[config.mk]
export PLATFORM = sky130hd
export DESIGN_NAME = teb_ram
export DESIGN_NICKNAME = d
export VERILOG_FILES = /design/src/teb_ram.sv
export SDC_FILE = /design/constraint.sdc
export NUM_CORES = 1
export LEC_CHECK = 0
export BUFFER_PORTS_ARGS = -buffer_cell sky130_fd_sc_hd__buf_2
export CAP_MARGIN = 0
export CORE_MARGIN = 5
export CORE_UTILIZATION = 60
export DETAILED_ROUTE_END_ITERATION = 6
export PLACE_DENSITY = 0.78
export SLEW_MARGIN = 10
export SYNTH_ARGS = -nofsm -noshare
export SYNTH_HDL_FRONTEND = slang
export SYNTH_SLANG_ARGS = --single-unit
[constraint.sdc]
create_clock -name clk -period 2.48 [get_ports clk]
set_input_delay 0.372 -clock clk [delete_from_list [all_inputs] [get_ports clk]]
set_output_delay 0.372 -clock clk [all_outputs]
set_load 0.02 [all_outputs]
[src/teb_ram.sv]
// Generic simple dual-port RAM with one write port and a registered read port.
module teb_ram #(
  parameter int WIDTH = 8,
  parameter int DEPTH = 16
) (
  input  logic                     clk,
  input  logic                     we,
  input  logic [$clog2(DEPTH)-1:0] waddr,
  input  logic [WIDTH-1:0]         wdata,
  input  logic [$clog2(DEPTH)-1:0] raddr,
  output logic [WIDTH-1:0]         rdata
);

  logic [WIDTH-1:0] mem [DEPTH];
  logic [WIDTH-1:0] rdata_r;

  always_ff @(posedge clk) begin
    if (we) begin
      mem[waddr] <= wdata;
    end
    rdata_r <= mem[raddr];
  end

  assign rdata = rdata_r;

endmodule

### After elaboration in Yosys (flattened, before gate mapping)

Memories as Yosys holds them, arrays and structs flattened. A register that Yosys moved wholly into a read port is not among the register bits.
Index checks and enable logic that the tools add are counted.

| word-level totals | value |
|---|---|
| bits in registers | 0 |
| RAM bits | 128 |
| output and inout bits | 8 |
| word-level logic and storage cells | 3 |
| memories kept | 1 |

Memory list:

| memory | words | bits a word | rd ports | clocked after Yosys merged registers in | write ports | line | source |
|---|---|---|---|---|---|---|---|
| mem | 16 | 8 | 1 | 1 | 1 | 14 | `logic [WIDTH-1:0] mem [DEPTH];` |

| operators by class | value |
|---|---|
| multiplexer cells | 2 |

Operators with widths:

| kind | count |
|---|---|
| two-way mux 1 bit | 2 |

### Depth between registers and ports, before layout

| depth | value |
|---|---|
| depth in word-level cells | 2 |
| mapped depth | 5 |
| mapped depth without buffers | 3 |

### Worst setup path before layout

No wires, ideal clock.

| path | value |
|---|---|
| kind | in2reg |
| from | input waddr[2] |
| to | memory mem[0][0], enable pin |
| library setup time | 0.383 ns |
| arrival time | 1.482 ns |
| data required time | 2.097 ns |
| path slack | 0.615 ns |
| stages | 2 |
| buffers on the path | 0 |
| cells stage by stage | or3b_2 nor3_1 |

RTL lines:

| item | line | source |
|---|---|---|
| start, declared | 8 | `input logic [$clog2(DEPTH)-1:0] waddr,` |
| end, declared | 14 |  |

No word-level cell before the write port.

==> out/summary.txt <==
Outcome = finished, final reports clean
CTS tree = done
Setup violators final = 0
Cts bufs inserted = 17
I/O pin count = 26
Sum of routed wire length over all layers = 9960 microns
Number of antenna-violating nets in the routed design = 0
Complex-gate fraction of the synthesized area = 2.33%
Final Hold Fails = 0
Most frequent cells in the layout = 128 x edfxtp_1, 25 x buf_2, 20 x buf_4
Height of the die = 103 microns
Total power divided by cell area = 882 nW/um^2
First-pass iteration count of the detailed router = 4
Tcrit/Tclk final = 57.7%
Busiest metal layer after global routing = met2
# placed instances = 370
Count of cell types in the netlist = 19
Register area share after synthesis = 77.8%
Cell leakage power = 2.11 nW
Netlist area before placement = 5150 sq um
Number of nets produced by synthesis = 247
Share of post-route cells with drive strength above 1 = 32.0%
Post-route standard cell area excluding fillers = 6100 sq um
Via count of the routed design = 2548
Overall Global Routing Usage = 21.2%
Clock transition at path regs = 60 ps
Combined area of the multi-input logic cells = 1060 sq um
Std cell rows = 33
Proportion of netlist area held by the largest area contributor = 74.7%
Peak supply drop = 0.000553 V
Most area-consuming cells after synthesis = edfxtp_1 75%, mux4_2 7.9%, mux4_1 7.1%, dfxtp_1 3.1%, a22oi_1 2.3%
Total of cells resized after clock tree synthesis = 0
Launch instance of the worst min-delay path = wdata[4]
Critical path capture point type = flop
Mux contribution to synthesized area = 15.0%
First-pass GRT wire length = 15000 microns
Count of non-filler cells in the finished layout = 402
Total Neg Setup Slack = 0 ps
Count of port buffers added during placement = 25
Starting density of the core = 62.0%
Worst clock skew on the final layout = 15.2 ps
Pin count of the biggest net entering global routing = 33
Synthesized-area fraction occupied by and/or/nand/nor cells = 3.18%
Area growth, synth to finish = 18.5%
Flip-flop and latch count after synthesis = 136
Estimated wirelength of the detail-placed design = 6070 microns
GR Util met2 = 31.6%
GRT met3 Usage = 4.60%
Overall die area = 10500 sq um
Vias in the first global route = 2494
Number of maximum-capacitance constraint violations = 0
Slew headroom = 51.2%
Die boundary width = 103 microns
Antenna diodes = 0
Maximum clock insertion buffer count = 2
Clock latency on the worst-skew pair = 520 ps
Time the worst path needs with I/O delays and setup = 1430 ps
Worst setup slack after layout = 1050 ps
Congestion Overflow GR = 0
Post-Synth XOR/XNOR Area = 0%
Clock root cell = clkbuf_8
Most common cell after layout, fill and taps aside = edfxtp_1
Placed cell areas = 5490 sq um
Final max-slew violation count = 0
Final Net Count = 302
Number of standard cells after synthesis = 229
Combinational family with the most area after synthesis = multiplexers
CTS H-tree depth = 4
Critical path arrival = 1820 ps
RePlAce Congestion = 0.787
Register area = 4000 sq um
Dominant cell type by area after synthesis = edfxtp_1
Synthesis warning total = 0
Placeable core area = 8300 sq um
Number of inserted filler cells in the final layout = 445
Kind of critical path = flop to flop
Setup repair after global routing missed its margin = no
Via/cell ratio = 6.34
GR met1 Demand/Resource = 30.3%
Routed length per instance = 24.8 microns
Detailed Route Iter0 Violations = 250
Highest achievable clock rate = 698 MHz
Number of buffers added to fix hold violations after cts = 0
Mapped Avg Cell Area = 22.5 sq um
Remaining DRCs = 0
Placement Setup Slack = 500 ps
Hold Crit Class = primary input to flop
Buffer count from post-CTS setup fixing = 0
Sinks on the clock net = 136
Crit Path Max Fanout = 1
Start of the worst register-to-register path = mem[1][5]
Start point of the critical path = mem[1][5]
Actual slew at the worst max-slew pin = 729 ps
Number of antenna violations at the first check in global routing = 0
Worst EP required = 2870 ps
Adder and majority gate portion of the synthesized area = 0%
Startpoint class of the critical path = flop
## flip-flops by register name, indices dropped and copies added (netlist names)
signal	count
mem	128
rdata	8
## final timing paths
check / to / depth (start not counted) / slack (ps)
hold reg to reg: rdata[7] / 3 / 660
setup reg to reg: rdata[5] / 3 / 1050
hold / removal: mem[1][4] / 1 / 230
setup / recovery: rdata[5] / 3 / 1050
## Yosys cell counts
cell type	number
and2b_1	1
nor2b_1	1
mux4_1	14
dfxtp_1	8
nand2_1	9
nand2b_1	2
a22oi_1	16
clkdlybuf4s25_2	3
nor2_1	13
and2_1	1
buf_2	3
mux4_2	18
buf_4	1
nor3_1	4
or3b_2	1
buf_6	3
nand3b_1	2
edfxtp_1	128
nand3_1	1
## critical path: stages, from the launching register on
cell,delay [ps]
edfxtp_1,380
mux4_1,560
a22oi_1,280
nand2_1,80
## metrics by stage
step | hold slack [ps] | util, % | total power, mW
4_1_cts | 215 | 73.5 | 5.42
3_5_place_dp | 660 | 66.1 | 2.88
6_report | 234 | 73.5 | 5.38
5_1_grt | 229 | 73.5 | 5.54
3_3_place_gp | 647 | 66.1 | 2.88
2_1_floorplan | 471 | - | 2.78
## layer usage
metal	share of wire [%]	up-vias
met5	0	-
met4	2.0	0
met3	9.4	19
met2	49	153
met1	40	1294
li1	-	1082
## final cells by class
class / count / share of cell area, %
Tap cell: 105 / 2.15
Timing Repair Buffer: 46 / 4.84
Sequential cell: 136 / 65.6
Clock inverter: 12 / 2.89
Clock buffer: 20 / 7.14
Multi-Input combinational cell: 83 / 17.3
## logic make-up (layout without fill, tap and decap cells)
logic type,after synthesis,in the layout
and+or+nand+nor,35,35
muxes,32,32
AOI/OAI and AO/OA,16,16
DFF,136,136
buffers and inverters,10,78
## power breakdown
group	internal [mW]	leakage, nW	total, mW	switching [mW]
sequential	2.57	1.22	2.59	0.0165
combinational	0.102	0.586	0.252	0.150
clock	1.66	0.295	2.54	0.885
total	4.33	2.11	5.38	1.05
Power figures use the tool's default switching activity.
