<file path="src/teb_pkg.sv">
// Shared types and constants of the trace event ring buffer.
package teb_pkg;

  localparam int DEPTH_DEF    = 1024;
  localparam int MAX_READ_DEF = 64;

  localparam int ACT_W     = 3;
  localparam int KIND_W    = 2;
  localparam int CODE_W    = 64;
  localparam int POS_W     = 32;
  localparam int STAMP_W   = 64;
  localparam int RCNT_W    = 7;
  localparam int TOTAL_W   = 64;
  localparam int WIDX_W    = 10;
  localparam int CAP_W     = 11;
  localparam int CAP_RESET = 1024;

  localparam logic [ACT_W-1:0] ACT_RECORD = 3'd0;
  localparam logic [ACT_W-1:0] ACT_START  = 3'd1;
  localparam logic [ACT_W-1:0] ACT_STOP   = 3'd2;
  localparam logic [ACT_W-1:0] ACT_CLEAR  = 3'd3;
  localparam logic [ACT_W-1:0] ACT_READ   = 3'd4;

  localparam logic RES_STATUS = 1'b0;
  localparam logic RES_EVENT  = 1'b1;

  typedef struct packed {
    logic [STAMP_W-1:0]      stamp;
    logic [CODE_W-1:0]       code;
    logic signed [POS_W-1:0] position;
    logic [KIND_W-1:0]       kind;
  } ent_t;

  localparam int ENT_W = $bits(ent_t);

endpackage

</file>
<file path="src/teb_in_if.sv">
// Input channel of the trace event ring buffer: one action per transfer.
interface teb_in_if;
  logic                             valid;
  logic                             ready;
  logic [teb_pkg::ACT_W-1:0]        action;
  logic [teb_pkg::KIND_W-1:0]       event_kind;
  logic [teb_pkg::CODE_W-1:0]       code_identity;
  logic signed [teb_pkg::POS_W-1:0] position;
  logic [teb_pkg::STAMP_W-1:0]      stamp;
  logic [teb_pkg::RCNT_W-1:0]       read_count;

  modport source (
    output valid, action, event_kind, code_identity, position, stamp, read_count,
    input  ready
  );
  modport sink (
    input  valid, action, event_kind, code_identity, position, stamp, read_count,
    output ready
  );
endinterface

</file>
<file path="src/teb_out_if.sv">
// Result channel of the trace event ring buffer: one status or event per transfer.
interface teb_out_if;
  logic                             valid;
  logic                             ready;
  logic                             result_kind;
  logic [teb_pkg::STAMP_W-1:0]      out_stamp;
  logic [teb_pkg::CODE_W-1:0]       out_code;
  logic signed [teb_pkg::POS_W-1:0] out_position;
  logic [teb_pkg::KIND_W-1:0]       out_kind;
  logic [teb_pkg::TOTAL_W-1:0]      event_total;
  logic [teb_pkg::WIDX_W-1:0]       write_index;
  logic                             recording;
  logic                             last;

  modport source (
    output valid, result_kind, out_stamp, out_code, out_position, out_kind,
           event_total, write_index, recording, last,
    input  ready
  );
  modport sink (
    input  valid, result_kind, out_stamp, out_code, out_position, out_kind,
           event_total, write_index, recording, last,
    output ready
  );
endinterface

</file>
<file path="src/teb_ctrl.sv">
// Action decoder, ring pointers, read sequencer and output register.
module teb_ctrl #(
  parameter int DEPTH    = teb_pkg::DEPTH_DEF,
  parameter int MAX_READ = teb_pkg::MAX_READ_DEF
) (
  input  logic                       clk,
  input  logic                       rst_n,
  input  logic [$clog2(DEPTH+1)-1:0] cap_eff,
  teb_in_if.sink                     in_if,
  teb_out_if.source                  out_if,
  output logic                       ram_we,
  output logic [$clog2(DEPTH)-1:0]   ram_waddr,
  output teb_pkg::ent_t              ram_wdata,
  output logic [$clog2(DEPTH)-1:0]   ram_raddr,
  input  teb_pkg::ent_t              ram_rdata
);
  import teb_pkg::*;

  localparam int AW = $clog2(DEPTH);
  localparam int CW = $clog2(DEPTH + 1);
  localparam int RW = $clog2(MAX_READ + 1);
  localparam int NW = (CW > RW) ? CW : RW;

  localparam logic ST_IDLE = 1'b0;
  localparam logic ST_READ = 1'b1;

  logic               state_r, state_nxt;
  logic [AW-1:0]      slot_r, slot_nxt;
  logic [TOTAL_W-1:0] total_r, total_nxt;
  logic               rec_r, rec_nxt;
  logic [AW-1:0]      rd_addr_r, rd_addr_nxt;
  logic [RW-1:0]      rem_r, rem_nxt;

  logic               out_v_r, out_v_nxt;
  logic               out_rk_r, out_rk_nxt;
  ent_t               out_ent_r, out_ent_nxt;
  logic [TOTAL_W-1:0] out_tot_r, out_tot_nxt;
  logic [WIDX_W-1:0]  out_widx_r, out_widx_nxt;
  logic               out_rec_r, out_rec_nxt;
  logic               out_last_r, out_last_nxt;

  logic               out_free;
  logic               accept;
  logic [AW-1:0]      eslot;
  logic [CW-1:0]      pos_inc;
  logic [RW-1:0]      n_req;
  logic [CW-1:0]      avail;
  logic [RW-1:0]      n_rd;
  logic [NW-1:0]      start_w;
  logic [CW-1:0]      addr_inc;
  logic               emit;

  assign out_free     = !out_v_r || out_if.ready;
  assign in_if.ready  = (state_r == ST_IDLE) && out_free;
  assign accept       = in_if.valid && in_if.ready;
  assign emit         = (state_r == ST_READ) && out_free;

  assign eslot   = (CW'(slot_r) < cap_eff) ? slot_r : '0;
  assign pos_inc = CW'(eslot) + CW'(1);

  assign n_req = (in_if.read_count > RCNT_W'(MAX_READ)) ? RW'(MAX_READ)
                                                       : RW'(in_if.read_count);
  assign avail = (total_r < TOTAL_W'(cap_eff)) ? CW'(total_r) : cap_eff;
  assign n_rd  = (NW'(n_req) > NW'(avail)) ? RW'(avail) : n_req;

  assign start_w = (NW'(eslot) >= NW'(n_rd)) ? NW'(eslot) - NW'(n_rd)
                                             : NW'(eslot) + NW'(cap_eff) - NW'(n_rd);
  assign addr_inc = CW'(rd_addr_r) + CW'(1);

  assign ram_we          = accept && (in_if.action == ACT_RECORD) && rec_r;
  assign ram_waddr       = eslot;
  assign ram_wdata.stamp    = in_if.stamp;
  assign ram_wdata.code     = in_if.code_identity;
  assign ram_wdata.position = in_if.position;
  assign ram_wdata.kind     = in_if.event_kind;
  assign ram_raddr       = rd_addr_nxt;

  always_comb begin
    state_nxt    = state_r;
    slot_nxt     = slot_r;
    total_nxt    = total_r;
    rec_nxt      = rec_r;
    rd_addr_nxt  = rd_addr_r;
    rem_nxt      = rem_r;
    out_v_nxt    = out_v_r && !out_if.ready;
    out_rk_nxt   = out_rk_r;
    out_ent_nxt  = out_ent_r;
    out_tot_nxt  = out_tot_r;
    out_widx_nxt = out_widx_r;
    out_rec_nxt  = out_rec_r;
    out_last_nxt = out_last_r;

    if (accept) begin
      unique case (in_if.action)
        ACT_RECORD: begin
          if (rec_r) begin
            slot_nxt  = (pos_inc >= cap_eff) ? '0 : AW'(pos_inc);
            total_nxt = total_r + TOTAL_W'(1);
          end
        end
        ACT_START: begin
          slot_nxt  = '0;
          total_nxt = '0;
          rec_nxt   = 1'b1;
        end
        ACT_STOP: begin
          rec_nxt = 1'b0;
        end
        ACT_CLEAR: begin
          slot_nxt  = '0;
          total_nxt = '0;
        end
        default: begin
        end
      endcase

      rd_addr_nxt = AW'(start_w);
      rem_nxt     = n_rd;

      if ((in_if.action == ACT_READ) && (n_rd != '0)) begin
        state_nxt = ST_READ;
      end else begin
        out_v_nxt    = 1'b1;
        out_rk_nxt   = RES_STATUS;
        out_ent_nxt  = '0;
        out_tot_nxt  = total_nxt;
        out_widx_nxt = WIDX_W'(slot_nxt);
        out_rec_nxt  = rec_nxt;
        out_last_nxt = 1'b1;
      end
    end else if (emit) begin
      out_v_nxt    = 1'b1;
      out_rk_nxt   = RES_EVENT;
      out_ent_nxt  = ram_rdata;
      out_tot_nxt  = total_r;
      out_widx_nxt = WIDX_W'(slot_r);
      out_rec_nxt  = rec_r;
      out_last_nxt = (rem_r == RW'(1));
      rem_nxt      = rem_r - RW'(1);
      rd_addr_nxt  = (addr_inc >= cap_eff) ? '0 : AW'(addr_inc);
      if (rem_r == RW'(1)) begin
        state_nxt = ST_IDLE;
      end
    end
  end

  always_ff @(posedge clk) begin
    if (!rst_n) begin
      state_r <= ST_IDLE;
      slot_r  <= '0;
      total_r <= '0;
      rec_r   <= 1'b0;
      rem_r   <= '0;
      out_v_r <= 1'b0;
    end else begin
      state_r <= state_nxt;
      slot_r  <= slot_nxt;
      total_r <= total_nxt;
      rec_r   <= rec_nxt;
      rem_r   <= rem_nxt;
      out_v_r <= out_v_nxt;
    end
  end

  always_ff @(posedge clk) begin
    rd_addr_r  <= rd_addr_nxt;
    out_rk_r   <= out_rk_nxt;
    out_ent_r  <= out_ent_nxt;
    out_tot_r  <= out_tot_nxt;
    out_widx_r <= out_widx_nxt;
    out_rec_r  <= out_rec_nxt;
    out_last_r <= out_last_nxt;
  end

  assign out_if.valid        = out_v_r;
  assign out_if.result_kind  = out_rk_r;
  assign out_if.out_stamp    = out_ent_r.stamp;
  assign out_if.out_code     = out_ent_r.code;
  assign out_if.out_position = out_ent_r.position;
  assign out_if.out_kind     = out_ent_r.kind;
  assign out_if.event_total  = out_tot_r;
  assign out_if.write_index  = out_widx_r;
  assign out_if.recording    = out_rec_r;
  assign out_if.last         = out_last_r;

endmodule

</file>
<file path="src/flat_wrapper.sv">
// flat-port wrapper written by rule: the top's interface ports become plain ports
module teb_ctrl_flat import teb_pkg::*;
#(
  parameter int DEPTH    = teb_pkg::DEPTH_DEF,
  parameter int MAX_READ = teb_pkg::MAX_READ_DEF
)
  (clk, rst_n, cap_eff, ram_we, ram_waddr, ram_wdata, ram_raddr, ram_rdata, in_if_valid, in_if_action, in_if_event_kind, in_if_code_identity, in_if_position, in_if_stamp, in_if_read_count, in_if_ready, out_if_valid, out_if_result_kind, out_if_out_stamp, out_if_out_code, out_if_out_position, out_if_out_kind, out_if_event_total, out_if_write_index, out_if_recording, out_if_last, out_if_ready);
  teb_in_if in_if_i ();
  teb_out_if out_if_i ();
  input  logic clk;
  input  logic rst_n;
  input  logic [$clog2(DEPTH+1)-1:0] cap_eff;
  output logic ram_we;
  output logic [$clog2(DEPTH)-1:0] ram_waddr;
  output teb_pkg::ent_t ram_wdata;
  output logic [$clog2(DEPTH)-1:0] ram_raddr;
  input  teb_pkg::ent_t ram_rdata;
  input wire logic [$bits(in_if_i.valid)-1:0] in_if_valid;
  input wire logic [$bits(in_if_i.action)-1:0] in_if_action;
  input wire logic [$bits(in_if_i.event_kind)-1:0] in_if_event_kind;
  input wire logic [$bits(in_if_i.code_identity)-1:0] in_if_code_identity;
  input wire logic [$bits(in_if_i.position)-1:0] in_if_position;
  input wire logic [$bits(in_if_i.stamp)-1:0] in_if_stamp;
  input wire logic [$bits(in_if_i.read_count)-1:0] in_if_read_count;
  output wire logic [$bits(in_if_i.ready)-1:0] in_if_ready;
  output wire logic [$bits(out_if_i.valid)-1:0] out_if_valid;
  output wire logic [$bits(out_if_i.result_kind)-1:0] out_if_result_kind;
  output wire logic [$bits(out_if_i.out_stamp)-1:0] out_if_out_stamp;
  output wire logic [$bits(out_if_i.out_code)-1:0] out_if_out_code;
  output wire logic [$bits(out_if_i.out_position)-1:0] out_if_out_position;
  output wire logic [$bits(out_if_i.out_kind)-1:0] out_if_out_kind;
  output wire logic [$bits(out_if_i.event_total)-1:0] out_if_event_total;
  output wire logic [$bits(out_if_i.write_index)-1:0] out_if_write_index;
  output wire logic [$bits(out_if_i.recording)-1:0] out_if_recording;
  output wire logic [$bits(out_if_i.last)-1:0] out_if_last;
  input wire logic [$bits(out_if_i.ready)-1:0] out_if_ready;
  assign in_if_i.valid = in_if_valid;
  assign in_if_i.action = in_if_action;
  assign in_if_i.event_kind = in_if_event_kind;
  assign in_if_i.code_identity = in_if_code_identity;
  assign in_if_i.position = in_if_position;
  assign in_if_i.stamp = in_if_stamp;
  assign in_if_i.read_count = in_if_read_count;
  assign in_if_ready = in_if_i.ready;
  assign out_if_valid = out_if_i.valid;
  assign out_if_result_kind = out_if_i.result_kind;
  assign out_if_out_stamp = out_if_i.out_stamp;
  assign out_if_out_code = out_if_i.out_code;
  assign out_if_out_position = out_if_i.out_position;
  assign out_if_out_kind = out_if_i.out_kind;
  assign out_if_event_total = out_if_i.event_total;
  assign out_if_write_index = out_if_i.write_index;
  assign out_if_recording = out_if_i.recording;
  assign out_if_last = out_if_i.last;
  assign out_if_i.ready = out_if_ready;
  teb_ctrl #(.DEPTH(DEPTH), .MAX_READ(MAX_READ)) u_core (.clk(clk), .rst_n(rst_n), .cap_eff(cap_eff), .in_if(in_if_i), .out_if(out_if_i), .ram_we(ram_we), .ram_waddr(ram_waddr), .ram_wdata(ram_wdata), .ram_raddr(ram_raddr), .ram_rdata(ram_rdata));
endmodule
</file>
<file path="config.mk">
export PLATFORM = sky130hd
export DESIGN_NAME = teb_ctrl_flat
export DESIGN_NICKNAME = d
export VERILOG_FILES = /design/src/teb_pkg.sv /design/src/teb_in_if.sv /design/src/teb_out_if.sv /design/src/teb_ctrl.sv /design/src/flat_wrapper.sv
export SDC_FILE = /design/constraint.sdc
export NUM_CORES = 1
export LEC_CHECK = 0
export BUFFER_PORTS_ARGS = -buffer_cell sky130_fd_sc_hd__buf_2
export CAP_MARGIN = 15
export CELL_PAD_IN_SITES_DETAIL_PLACEMENT = 1
export CELL_PAD_IN_SITES_GLOBAL_PLACEMENT = 1
export CORE_AREA = 3 3 301 303
export CTS_BUF_LIST = sky130_fd_sc_hd__clkbuf_16
export DETAILED_ROUTE_END_ITERATION = 16
export DIE_AREA = 0 0 304 306
export MAX_ROUTING_LAYER = met4
export PLACE_DENSITY_LB_ADDON = 0.1
export SYNTH_ARGS = -nofsm -noshare
export SYNTH_HDL_FRONTEND = slang
export SYNTH_SLANG_ARGS = --single-unit
</file>
<file path="constraint.sdc">
create_clock -name clk -period 61.3 [get_ports clk]
set_clock_uncertainty 0.05 [all_clocks]
set_input_delay 18.39 -clock clk [delete_from_list [all_inputs] [get_ports clk]]
set_output_delay 18.39 -clock clk [all_outputs]
set_load 0.01 [all_outputs]
</file>
Word level (Yosys, flattened, before mapping)
Index checks and enable logic that the tools add are counted.
- bits of input ports: 349
- flip-flop bits (word level): 333
- output and inout bits: 424
- reductions and logical operators: 17
- add/sub/neg operators: 7
- magnitude comparators: 7
- equal/unequal tests: 7
- bitwise gates (word level): 1
- multiplexer cells: 41
- operators with widths (cell ; number):
    $mux 162 ; 3
    $mux 64 ; 4
    $pmux 64 s2 ; 1
    $mux 10 ; 10
    $add 64x1->64 const B ; 1
    $lt 64x11->1 ; 1
    $mux 7 ; 4
    $add 10x1->11 const B ; 2
    $ge 11x11->1 ; 2
    $pmux 10 s2 ; 1
    $sub 10x7->10 ; 2
    $mux 1 ; 16
    $gt 7x11->1 ; 1
    $lt 10x11->1 ; 1
    $mux 11 ; 1
    $add 10x10->10 ; 1
    $ge 10x7->1 ; 1
    $eq 7x1->1 const B ; 1
    $gt 7x7->1 const B ; 1
    $logic_and 1x1->1 ; 7
    $reduce_bool 7->1 ; 1
    $sub 7x1->7 const B ; 1
    $eq 3x2->1 const B ; 2
    $ne 2x2->1 const B ; 2
    11 further kinds ; 13

Depth between registers and ports, before layout
Gate-level depths: netlist of the first run.
- word-level depth: 9
- mapped depth: 28

Worst setup path before layout of the first run
Ideal clock, no wire load.
- path kind: input port to output port
- from: input cap_eff[6]
- to: output ram_raddr[8]
- data required time: 42.860 ns
- path slack: 19.253 ns
- buffers on the path: 2
- arrival time: 23.607 ns
- stages on the path: 27
- cell sequence: inv_1 > ha_1 > nand2_1 > nor3_1 > a21oi_1 > o21ai_1 > buf_2 > mux2_2 > ha_1 > nand4_1 > nor2_1 > a211oi_1 > nand2_1 > mux2i_1 > clkbuf_1 > o21ai_0 > fa_1 > inv_1 > fa_1 > nor2b_1 > o21a_1 > o21a_1 > o21ai_0 > a211o_1 > xnor2_1 > o211ai_1 > o211ai_1
- cells in the longest elaborated chain, start to end: 7
- RTL lines (item ; line ; RTL):
    from (decl) ; flat_wrapper.sv:12 ; input logic [$clog2(DEPTH+1)-1:0] cap_eff;
    $lt 64x11->1 ; teb_ctrl.sv:63 ; assign avail = (total_r < TOTAL_W'(cap_eff)) ? CW'(total_r) : cap_eff;
    $mux 11 ; teb_ctrl.sv:63 ;
    $gt 7x11->1 ; teb_ctrl.sv:64 ; assign n_rd = (NW'(n_req) > NW'(avail)) ? RW'(avail) : n_req;
    $mux 7 ; teb_ctrl.sv:64 ;
    $sub 10x7->10, or another cell as far along ; teb_ctrl.sv:67 ; : NW'(eslot) + NW'(cap_eff) - NW'(n_rd);
    $mux 10 ; teb_ctrl.sv:66 ; assign start_w = (NW'(eslot) >= NW'(n_rd)) ? NW'(eslot) - NW'(n_rd)
    $mux 10 * ; teb_ctrl.sv:93 ; if (accept) begin
    to (decl) ; flat_wrapper.sv:16 ; output logic [$clog2(DEPTH)-1:0] ram_raddr;
Every way passes the cells marked *; elsewhere a longest branch is shown, timed or not.

Final worst setup path of the first run
- from: input cap_eff[9]
- to: output ram_raddr[6]
The elaborated chain is that of the path after synthesis.

==> results of run 1 <==
worst paths after layout:
check,end,slack [ps]
worst min-delay path,u_core.total_r[58],480
worst max-delay path,ram_raddr[6],17390
worst min register to register,u_core.total_r[58],480
worst max register to register,u_core.rd_addr_r[6],53700
critical path, cell delays in order:
cell       delay (ps)
buf_2             110
inv_1             280
ha_1              310
a21oi_1           160
o211ai_1           90
nor4_1            320
o21ai_1           210
buf_4             240
mux2i_1           150
ha_1              340
a21o_1            120
a21oi_1           110
a211oi_1          330
nand2_1           140
mux2i_1           770
o21ai_0           540
fa_1              520
ha_1              340
nor2b_1           160
o21a_1            190
o21a_1            190
o21ai_0           300
a21boi_0          140
a2111oi_0         440
a21oi_1           140
o311ai_0          180
buf_2             230
cell usage after synthesis, types with 17 or more instances:
cell type	n
nor2b_1	181
buf_4	162
nor3_1	21
o31ai_1	19
nor4_1	25
nand3_1	52
and2_1	59
dfxtp_1	94
nand2_1	103
edfxtp_1	239
nor2_1	88
xnor2_1	17
o21ai_0	105
nand4_1	31
and3_1	24
inv_1	54
ha_1	71
clkbuf_1	56
a21oi_1	34
xor2_1	33
power groups by stage:
stage | Sequential, W | Combinational [W] | Clock, W
2_1_floorplan | 0.000291 | 0.0000587 | 0
3_3_place_gp | 0.000278 | 0.000108 | 0
3_5_place_dp | 0.000278 | 0.000108 | 0
4_1_cts | 0.000273 | 0.000108 | 0.000259
5_1_grt | 0.000275 | 0.000117 | 0.000267
6_report | 0.000273 | 0.000105 | 0.000244
kinds of logic (layout without fill, tap and decap cells):
kind of cell,after synthesis,after routing
other cells,0,10
buf+inv,280,603
mux,13,13
fa+ha+maj,79,79
simple gates,628,628
compound gates,252,252
flops,333,333
xor+xnor,50,50
per-layer routing:
layer  wire [µm]  share of wire  GRT usage  up-vias
li1            -              -          -     6238
met1       30760           0.42     0.1822     6614
met2       33900           0.47     0.2460      549
met3        6469          0.089    0.05795      160
met4        1740          0.024    0.04116        0
met5           0              0          -        -
stage by stage:
step	setup WS [ps]	total power, W	instance area [µm²]	hold WS, ps
after floorplan	19250	0.0003495	17380	415.0
after global placement	17330	0.0003851	19790	449.3
after detailed placement	17020	0.0003855	19790	459.2
after CTS	16990	0.0006403	21130	477.0
after global routing	16730	0.0006588	21160	489.0
final	17390	0.0006223	21160	479.6
sequential cells by signal (all words and copies together), names as in the netlist:
register / flops
u_core.out_if.out_stamp: 64
u_core.out_if.write_index: 10
u_core.total_r: 64
u_core.out_if.out_position: 32
u_core.out_if.last: 1
u_core.out_if.out_code: 64
u_core.rem_r: 7
u_core.out_if.out_kind: 2
u_core.out_if.valid: 1
u_core.state_r: 1
u_core.slot_r: 10
u_core.out_if.result_kind: 1
u_core.out_if.event_total: 64
u_core.out_if.recording: 1
u_core.rec_r: 1
u_core.rd_addr_r: 10
area by class of cell:
type / instances / area, µm² / share of cell area
inverter: 55 / 206.4 / 0.009758
clock buffer: 44 / 1101 / 0.05204
antenna: 10 / 25.02 / 0.001183
sequential: 333 / 9059 / 0.4281
multi-input combinational: 1022 / 6685 / 0.3160
clock inverter: 36 / 231.5 / 0.01094
timing repair buffer: 468 / 2392 / 0.1131
tap: 1165 / 1458 / 0.06889
==> summary.md, run 1 <==
| Metric | Value |
|---|---|
| Status | `completed` |
| Pwr dens | `29.41 nW/µm²` |
| Placed cell count | `3042` |
| Syn Inst Count | `1635` |
| Die height | `306 µm` |
| Post-synth top area cell | `edfxtp_1` |
| Highest clock rate | `22.78 MHz` |
| Hold-critical path depth | `1` |
| Residual DRC count | `0` |
| CP Launch Point | `cap_eff[9]` |
| Setup TNS | `0 ps` |
| Critical Path RT | `42860 ps` |
| Core area | `88240 µm²` |
| Top FF cell, synth | `edfxtp_1` |
| Hold_buf cts | `0` |
| Adder-Cell Fraction of Synth Area | `0.06033` |
| CP Capture Type | `output pin` |
| Max clock buf depth | `3` |
| Hold Path Class | `reg -> reg` |
| Die span in x | `304 µm` |
| Slew Viols, Final | `0` |
| Die area | `93020 µm²` |
| Ys Warns | `0` |
| Setup violations, final | `0` |
| Synth Area in Compound Gates | `0.09042` |
| Ports | `773` |
| Layout area overhead | `21.73%` |
| Max cap viols | `0` |
| Total Wirelength | `72870 µm` |
| Register area share after synthesis | `0.5212` |
| Final ANT Viol Nets | `0` |
| R2r startpoint | `u_core.total_r[23]` |
| Vias per cell | `4.328` |
| FF-to-FF path depth | `23` |
| Total Routing Usage GR | `0.1540` |
| Final Util | `0.2398` |
| DRT Pass-1 Iters | `5` |
| Seq pwr share | `0.438` |
| Post-synth EDFFs | `239` |
| Hold_sp | `u_core.total_r[58]` |
| CP Launch Type | `primary input` |
| Clock period minus worst slack | `43910 ps` |
| PortBufs | `448` |
| Number of synthesized register bits | `333` |
| Worst Path Arrival | `25470 ps` |
| CTS tree | `yes` |
| Setup Buffers After CTS | `0` |
| XOR/XNOR Fraction of Synth Area | `0.02520` |
| Starting Density | `0.1970` |
| Period utilization | `0.7163` |
| Grt ovf | `0` |
| Vias in the first global route | `14120` |
| Via count | `13560` |
| Most frequent cells in the layout | `buf_2, edfxtp_1, nor2b_1` |
| Fin cells | `3133` |
| Cell row count | `109` |
| Mux contribution to synthesized area | `0.007703` |
| CP max FO | `12` |
| Area contributors post-synth | `edfxtp_1, dfxtp_1, buf_4` |
| Worst-Skew Late Latency | `580 ps` |
| Comb power frac | `0.169` |
| First-pass GRT wire length | `103800 µm` |
| WL/cell | `23.26 µm` |
| Share of layout cells above drive strength 1 | `0.2814` |
| Worst vdd ir | `0.01689 mV` |
| Final hold vios | `0` |
| Synth cell types | `67` |
| Final #Nets | `2352` |
| 1st-iter DRT viols | `569` |
| Leakage | `8.650 nW` |
| Post-synthesis cell area | `17380 µm²` |
| Slew HR | `0.3408` |
| Fraction of registers with async set/reset | `0` |
| DP HPWL | `55660 µm` |
| Switch Pwr | `0.0001813 W` |
| Clock root buffer | `clkbuf_16` |
| PostCTS Resize Cnt | `0` |
| Post-Syn Nets | `2063` |
| Post-synth top area share | `0.4129` |
| H-tree lvl count | `2` |
| Pint | `0.0004411 W` |
| Post-synthesis simple-gate area fraction | `0.1994` |
| Largest net degree at the start of global routing | `90` |
| Least-Margin Pin Slew | `961.3 ps` |
| Antenna violations before repair | `21` |
| Commonest non-fill, non-tap cell in the layout | `buf_2` |
| Reg clk slew, reported paths | `60 ps` |
| Critical setup path kind | `in -> out` |
| GPL Wtd Cong | `0.8195` |
| CTS buffer count | `44` |
| Syn Area/Cell | `10.63 µm²` |
| Clock sinks | `333` |
| Largest family of logic cells by synthesized area | `simple AND/OR/NAND/NOR gates` |
| Switching part of the total | `0.2913` |
| RSZ-0062 raised after global routing | `no` |
| Clock Power Share | `0.393` |
| Fill cell count | `10110` |
Power figures use the tool's default switching activity.
==> run 2, diff against run 1 <==
--- a/config.mk
+++ b/config.mk
@@ -5,14 +5,15 @@
 export SDC_FILE = /design/constraint.sdc
 export NUM_CORES = 1
 export LEC_CHECK = 0
+export ABC_AREA = 1
 export BUFFER_PORTS_ARGS = -buffer_cell sky130_fd_sc_hd__buf_2
 export CAP_MARGIN = 15
 export CELL_PAD_IN_SITES_DETAIL_PLACEMENT = 1
 export CELL_PAD_IN_SITES_GLOBAL_PLACEMENT = 1
-export CORE_AREA = 3 3 301 303
+export CORE_AREA = 3 3 303 305
 export CTS_BUF_LIST = sky130_fd_sc_hd__clkbuf_16
 export DETAILED_ROUTE_END_ITERATION = 16
-export DIE_AREA = 0 0 304 306
+export DIE_AREA = 0 0 306 308
 export MAX_ROUTING_LAYER = met4
 export PLACE_DENSITY_LB_ADDON = 0.1
 export SYNTH_ARGS = -nofsm -noshare
==> constraint.sdc (replaced) <==
create_clock -name clk -period 42.7 [get_ports clk]
set_clock_uncertainty 0.05 [all_clocks]
set_input_delay 12.81 -clock clk [delete_from_list [all_inputs] [get_ports clk]]
set_output_delay 12.81 -clock clk [all_outputs]
set_load 0.01 [all_outputs]
==> summary.md, run 2 <==
| Metric | Value |
|---|---|
| CP Launch Point | `cap_eff[9]` |
| Final worst slack | `11030 ps (-6364 ps)` |
| CTS tree | `yes` |
| Grt ovf | `0 (unchanged)` |
| Share of layout cells above drive strength 1 | `0.2274 (-0.05403)` |
| Starting Density | `0.2051 (+0.008112)` |
| Area contributors post-synth | `edfxtp_1, dfxtp_1, nand2_1` |
| Period utilization | `0.7417` |
| Count leader, synth | `nand2_1` |
| Critical Path RT | `29840 ps (-13020 ps)` |
| Hold_buf cts | `0 (unchanged)` |
| PortBufs | `448 (unchanged)` |
| Setup TNS | `0 ps (unchanged)` |
| Hold_sp | `u_core.state_r` |
| Leakage | `10.57 nW (+22%)` |
| Final hold vios | `0 (unchanged)` |
| Total Wirelength | `85270 µm (+17%)` |
| Clock root buffer | `clkbuf_16` |
| RSZ-0062 raised after global routing | `no` |
| Post-Syn Nets | `2573 (+25%)` |
| First-pass GRT wire length | `120600 µm (+16%)` |
| Setup violations, final | `0 (unchanged)` |
| Max cap viols | `0 (unchanged)` |
| Post-synth top area cell | `edfxtp_1` |
| Residual DRC count | `0 (unchanged)` |
| DRT Pass-1 Iters | `5 (unchanged)` |
| Clock sinks | `333 (unchanged)` |
| Crit-path max cell delay | `550 ps (-220 ps)` |
| Register area share after synthesis | `0.4930 (-0.02821)` |
| R2r startpoint | `u_core.total_r[9]` |
| Die area | `94250 µm² (+1.3%)` |
| Fraction of registers with async set/reset | `0 (unchanged)` |
| Clock period minus worst slack | `31670 ps` |
| Post-synth top cells | `nand2_1, inv_1, edfxtp_1` |
| Slew HR | `0.3189 (-0.02193)` |
| Layout area overhead | `20.88%` |
| WL/cell | `23.32 µm (+0.28%)` |
| Setup Buffers After CTS | `0 (unchanged)` |
| PostCTS Resize Cnt | `0 (unchanged)` |
| Largest net degree at the start of global routing | `87 (-3.3%)` |
| Slowest CP cell | `o21ai_0` |
| Worst vdd ir | `0.02274 mV (+35%)` |
| Ports | `773 (unchanged)` |
| Via count | `15530 (+15%)` |
| Pre-CTS setup slack | `11030 ps (-5988 ps)` |
| Worst-Skew Late Latency | `590 ps (about the same)` |
| Synth cell types | `49 (-27%)` |
| CP max FO | `12 (unchanged)` |
| Least-Margin Pin Slew | `1012 ps (+51.06 ps)` |
| Worst hold slack | `429.5 ps (-50.13 ps)` |
| Critical setup path kind | `in -> out` |
| Most frequent cells in the layout | `nand2_1, buf_2, inv_1` |
| Highest clock rate | `31.58 MHz` |
| Syn Area/Cell | `8.566 µm² (-19%)` |
| Vias in the first global route | `16420 (+16%)` |
| Post-synth EDFFs | `239 (unchanged)` |
| Ys Warns | `0 (unchanged)` |
| GPL Wtd Cong | `0.8290 (+1.2%)` |
| Crit-path most repeated cell | `nand3_1` |
| H-tree lvl count | `2 (unchanged)` |
| Commonest non-fill, non-tap cell in the layout | `nand2_1` |
| Final #Nets | `2871 (+22%)` |
| Total Routing Usage GR | `0.1800 (+0.02601)` |
| DP HPWL | `69220 µm (+24%)` |
| Pwr dens | `43.75 nW/µm² (+49%)` |
| Placed cell count | `3574 (+17%)` |
| Core area | `89600 µm² (+1.5%)` |
| Worst Path Arrival | `18810 ps (-6660 ps)` |
| Hold Path Class | `reg -> reg` |
| Slew Viols, Final | `0 (unchanged)` |
| Cell row count | `110 (+0.92%)` |
| Syn Inst Count | `2145 (+31%)` |
| Final ANT Viol Nets | `0 (unchanged)` |
| Antenna violations before repair | `6 (-71%)` |
| CP Launch Type | `primary input` |
| CP Capture Type | `output pin` |
| Die height | `308 µm (+0.65%)` |
| CTS buffer count | `43 (-2.3%)` |
| Reg clk slew, reported paths | `60 ps (about the same)` |
| Vias per cell | `4.248 (-1.9%)` |
| Post-synthesis cell area | `18380 µm² (+5.7%)` |
| Max clock buf depth | `3 (unchanged)` |
| Fin cells | `3656 (+17%)` |
| Die span in x | `306 µm (+0.66%)` |
| Top FF cell, synth | `edfxtp_1` |
| Post-synth top area share | `0.3906 (-0.02235)` |
| Number of synthesized register bits | `333 (unchanged)` |
| Status | `completed` |
| 1st-iter DRT viols | `681 (+20%)` |
-- run 2: cell count changes in the layout (fill, tap and decap cells not counted), sizes merged, moves of 23 or more --
| cell | previous run | this run |
|---|---|---|
| a21oi | 34 | 87 |
| nor3 | 24 | 84 |
| nand3 | 54 | 91 |
| inv | 70 | 392 |
| nor2 | 91 | 159 |
| and3 | 25 | 2 |
| and2 | 60 | 3 |
| nor2b | 181 | 0 |
| nand2 | 104 | 485 |
| o21ai | 107 | 52 |
-- run 2: per-stage QoR --
| step | utilization | power (W) | area, µm² |
|---|---|---|---|
| floorplan | - | 0.0005417 | 18380 |
| global placement | 0.2323 | 0.0006180 | 20810 |
| detailed placement | 0.2323 | 0.0006189 | 20810 |
| CTS | 0.2478 | 0.0009967 | 22200 |
| global route | 0.2479 | 0.001029 | 22210 |
| finish | 0.2479 | 0.0009718 | 22210 |
-- run 2: worst max-delay path: cells and delay by family --
family | cells | cell delay [ps]
AOI/OAI and AO/OA | 6 | 1730
buffers and inverters | 5 | 600
and+or+nand+nor | 16 | 2360
adders and majority gates | 4 | 1290
-- run 2: cell families after synthesis --
family / after synthesis / share of synthesized area
compound gates: 185 / 0.05638
buf+inv: 591 / 0.1541
fa+ha+maj: 79 / 0.05706
xor+xnor: 51 / 0.02431
simple gates: 906 / 0.2152
flops: 333 / 0.4930
-- run 2: layout make-up --
cell class	count	area, µm²
fillers	10630	67390
diodes	4	10.01
flip-flops and latches	333	9059
clock buffers	43	1076
inverters	383	1438
repair buffers	461	2340
multi-input cells	1221	6505
well taps	1176	1471
clock inverters	35	312.8
-- run 2: path summary, 6_finish.rpt --
kind / slack, ps / end / cells past startpoint
setup reg to reg: 35810 / u_core.out_if.out_position[7] / 23
hold / removal: 430 / u_core.state_r / 2
hold reg to reg: 430 / u_core.state_r / 2
setup / recovery: 11030 / ram_raddr[0] / 31
-- run 2: report_power, final --
| part | switching (W) | internal [W] |
|---|---|---|
| Combinational | 0.000131 | 0.0000629 |
| Clock | 0.000151 | 0.000214 |
| Sequential | 0.0000171 | 0.000395 |
| Total | 0.000300 | 0.000672 |
-- run 2: layer usage --
metal | GRT usage | wire (µm) | vias up
li1 | - | - | 7388
met1 | 0.1924 | 33300 | 7404
met2 | 0.3087 | 41430 | 573
met3 | 0.06372 | 7333 | 166
met4 | 0.06391 | 3205 | 0
met5 | - | 0 | -
==> run 3, diff against run 2 <==
--- a/config.mk
+++ b/config.mk
@@ -10,10 +10,10 @@
 export CAP_MARGIN = 15
 export CELL_PAD_IN_SITES_DETAIL_PLACEMENT = 1
 export CELL_PAD_IN_SITES_GLOBAL_PLACEMENT = 1
-export CORE_AREA = 3 3 303 305
+export CORE_AREA = 3 3 299 301
 export CTS_BUF_LIST = sky130_fd_sc_hd__clkbuf_16
 export DETAILED_ROUTE_END_ITERATION = 16
-export DIE_AREA = 0 0 306 308
+export DIE_AREA = 0 0 302 304
 export MAX_ROUTING_LAYER = met4
 export PLACE_DENSITY_LB_ADDON = 0.1
 export SYNTH_ARGS = -nofsm -noshare
==> constraint.sdc (replaced) <==
create_clock -name clk -period 25.8 [get_ports clk]
set_clock_uncertainty 0.05 [all_clocks]
set_input_delay 7.74 -clock clk [delete_from_list [all_inputs] [get_ports clk]]
set_output_delay 7.74 -clock clk [all_outputs]
set_load 0.01 [all_outputs]
==> summary.md, run 3 (same netlist as run 2, synthesis figures left out) <==
| Metric | Value |
|---|---|
| Core area | `86890 µm² (-3.0%)` |
| GPL Wtd Cong | `0.8599 (+3.7%)` |
| Share of layout cells above drive strength 1 | `0.2274 (about the same)` |
| Max cap viols | `0 (unchanged)` |
| First-pass GRT wire length | `118600 µm (-1.6%)` |
| CTS buffer count | `44 (+2.3%)` |
| WL/cell | `23.23 µm (-0.39%)` |
| Most frequent cells in the layout | `nand2_1, buf_2, inv_1` |
| Total Wirelength | `84550 µm (-0.85%)` |
| Crit-path max cell delay | `460 ps (-90 ps)` |
| Die height | `304 µm (-1.3%)` |
| Commonest non-fill, non-tap cell in the layout | `nand2_1` |
| Reg2reg setup slack | `19200 ps (-16610 ps)` |
| CP Capture Type | `output pin` |
| Die span in x | `302 µm (-1.3%)` |
| Ports | `773 (unchanged)` |
| Vias in the first global route | `16120 (-1.8%)` |
| Setup Buffers After CTS | `0 (unchanged)` |
| Slew Viols, Final | `0 (unchanged)` |
| Clock root buffer | `clkbuf_16` |
| Hold Path Class | `reg -> reg` |
| 1st-iter DRT viols | `686 (+0.73%)` |
| Final ANT Viol Nets | `0 (unchanged)` |
| Final #Nets | `2872 (+0.035%)` |
| Starting Density | `0.2115 (+0.006397)` |
| Hold_buf cts | `0 (unchanged)` |
| Least-Margin Pin Slew | `1064 ps (+51.74 ps)` |
| Setup violations, final | `0 (unchanged)` |
| Period utilization | `0.8319` |
| Pwr dens | `71.74 nW/µm² (+64%)` |
| Layout area overhead | `20.67%` |
| PortBufs | `448 (unchanged)` |
| DRT Pass-1 Iters | `4 (-1)` |
| Worst vdd ir | `0.03521 mV (+55%)` |
| Vias per cell | `4.242 (-0.14%)` |
| CTS tree | `yes` |
| Crit-path most repeated cell | `nand2_1` |
| Antenna violations before repair | `7 (+1)` |
| Residual DRC count | `0 (unchanged)` |
| Grt ovf | `0 (unchanged)` |
| Largest net degree at the start of global routing | `79 (-9.2%)` |
| Via count | `15440 (-0.61%)` |
| Max clock buf depth | `3 (unchanged)` |
| Worst hold slack | `427.1 ps (-2.369 ps)` |
| Worst-Skew Late Latency | `580 ps (about the same)` |
| Die area | `91810 µm² (-2.6%)` |
| Highest clock rate | `46.59 MHz` |
| Worst Path Arrival | `13670 ps (-5140 ps)` |
| PostCTS Resize Cnt | `0 (unchanged)` |
| Critical setup path kind | `in -> out` |
| Final hold vios | `0 (unchanged)` |
| CP max FO | `12 (unchanged)` |
| Critical Path RT | `18010 ps (-11830 ps)` |
| CP Launch Type | `primary input` |
| Status | `completed` |
| H-tree lvl count | `2 (unchanged)` |
| Leakage | `10.58 nW (about the same)` |
| Setup TNS | `0 ps (unchanged)` |
| Slew HR | `0.2816 (-0.03728)` |
| Cell row count | `108 (-1.8%)` |
| DP HPWL | `68560 µm (-0.95%)` |
| Slowest CP cell | `a31oi_1` |
| Reg clk slew, reported paths | `60 ps (about the same)` |
| Clock sinks | `333 (unchanged)` |
| Clock period minus worst slack | `21460 ps` |
| Total Routing Usage GR | `0.1821 (+0.002013)` |
| RSZ-0062 raised after global routing | `no` |
==> run 3: metal layers <==
metal / vias to the layer above / part of all wire / global-route usage
met4: 0 / 0.032 / 0.05680
li1: 7393 / - / -
met3: 169 / 0.090 / 0.06221
met1: 7317 / 0.38 / 0.1924
met2: 558 / 0.50 / 0.3182
met5: - / 0 / -
==> run 3: final timing paths <==
path,from,end,cells after the start
setup reg to reg,u_core.total_r[9],u_core.out_if.out_stamp[50],23
setup / recovery,cap_eff[9],ram_raddr[9],34
hold reg to reg,u_core.state_r,u_core.state_r,2
hold / removal,u_core.state_r,u_core.state_r,2
==> run 3: power by group <==
part / internal (W) / switching [W] / leakage, nW
Combinational: 0.000104 / 0.000217 / 6.72
Sequential: 0.000653 / 0.0000274 / 3.15
Clock: 0.000334 / 0.000254 / 0.711
Total: 0.00109 / 0.000499 / 10.6
==> run 3: final cells by class <==
class,count,area [µm²]
flip-flops and latches,333,9059
multi-input cells,1221,6505
inverters,383,1438
clock buffers,46,1151
well taps,1155,1445
clock inverters,36,225.2
diodes,4,10.01
repair buffers,461,2340
fillers,10330,64720
==> run 3: worst max-delay path, delay by kind of cell <==
kind | cells | cell delay (ps)
simple gates | 17 | 2330
compound gates | 7 | 1300
fa+ha+maj | 4 | 1280
buf+inv | 6 | 960
==> run 3: through the flow <==
stage / cells / area [µm²] / util / setup slack [ps] / total power, W
2_1_floorplan: 2145 / 18380 / - / 5599 / 0.0008966
3_3_place_gp: 3553 / 20790 / 0.2392 / 4535 / 0.001021
3_5_place_dp: 3553 / 20790 / 0.2392 / 4379 / 0.001024
4_1_cts: 3635 / 22160 / 0.2551 / 4376 / 0.001631
5_1_grt: 3638 / 22170 / 0.2552 / 3765 / 0.001683
6_report: 3639 / 22170 / 0.2552 / 4337 / 0.001591
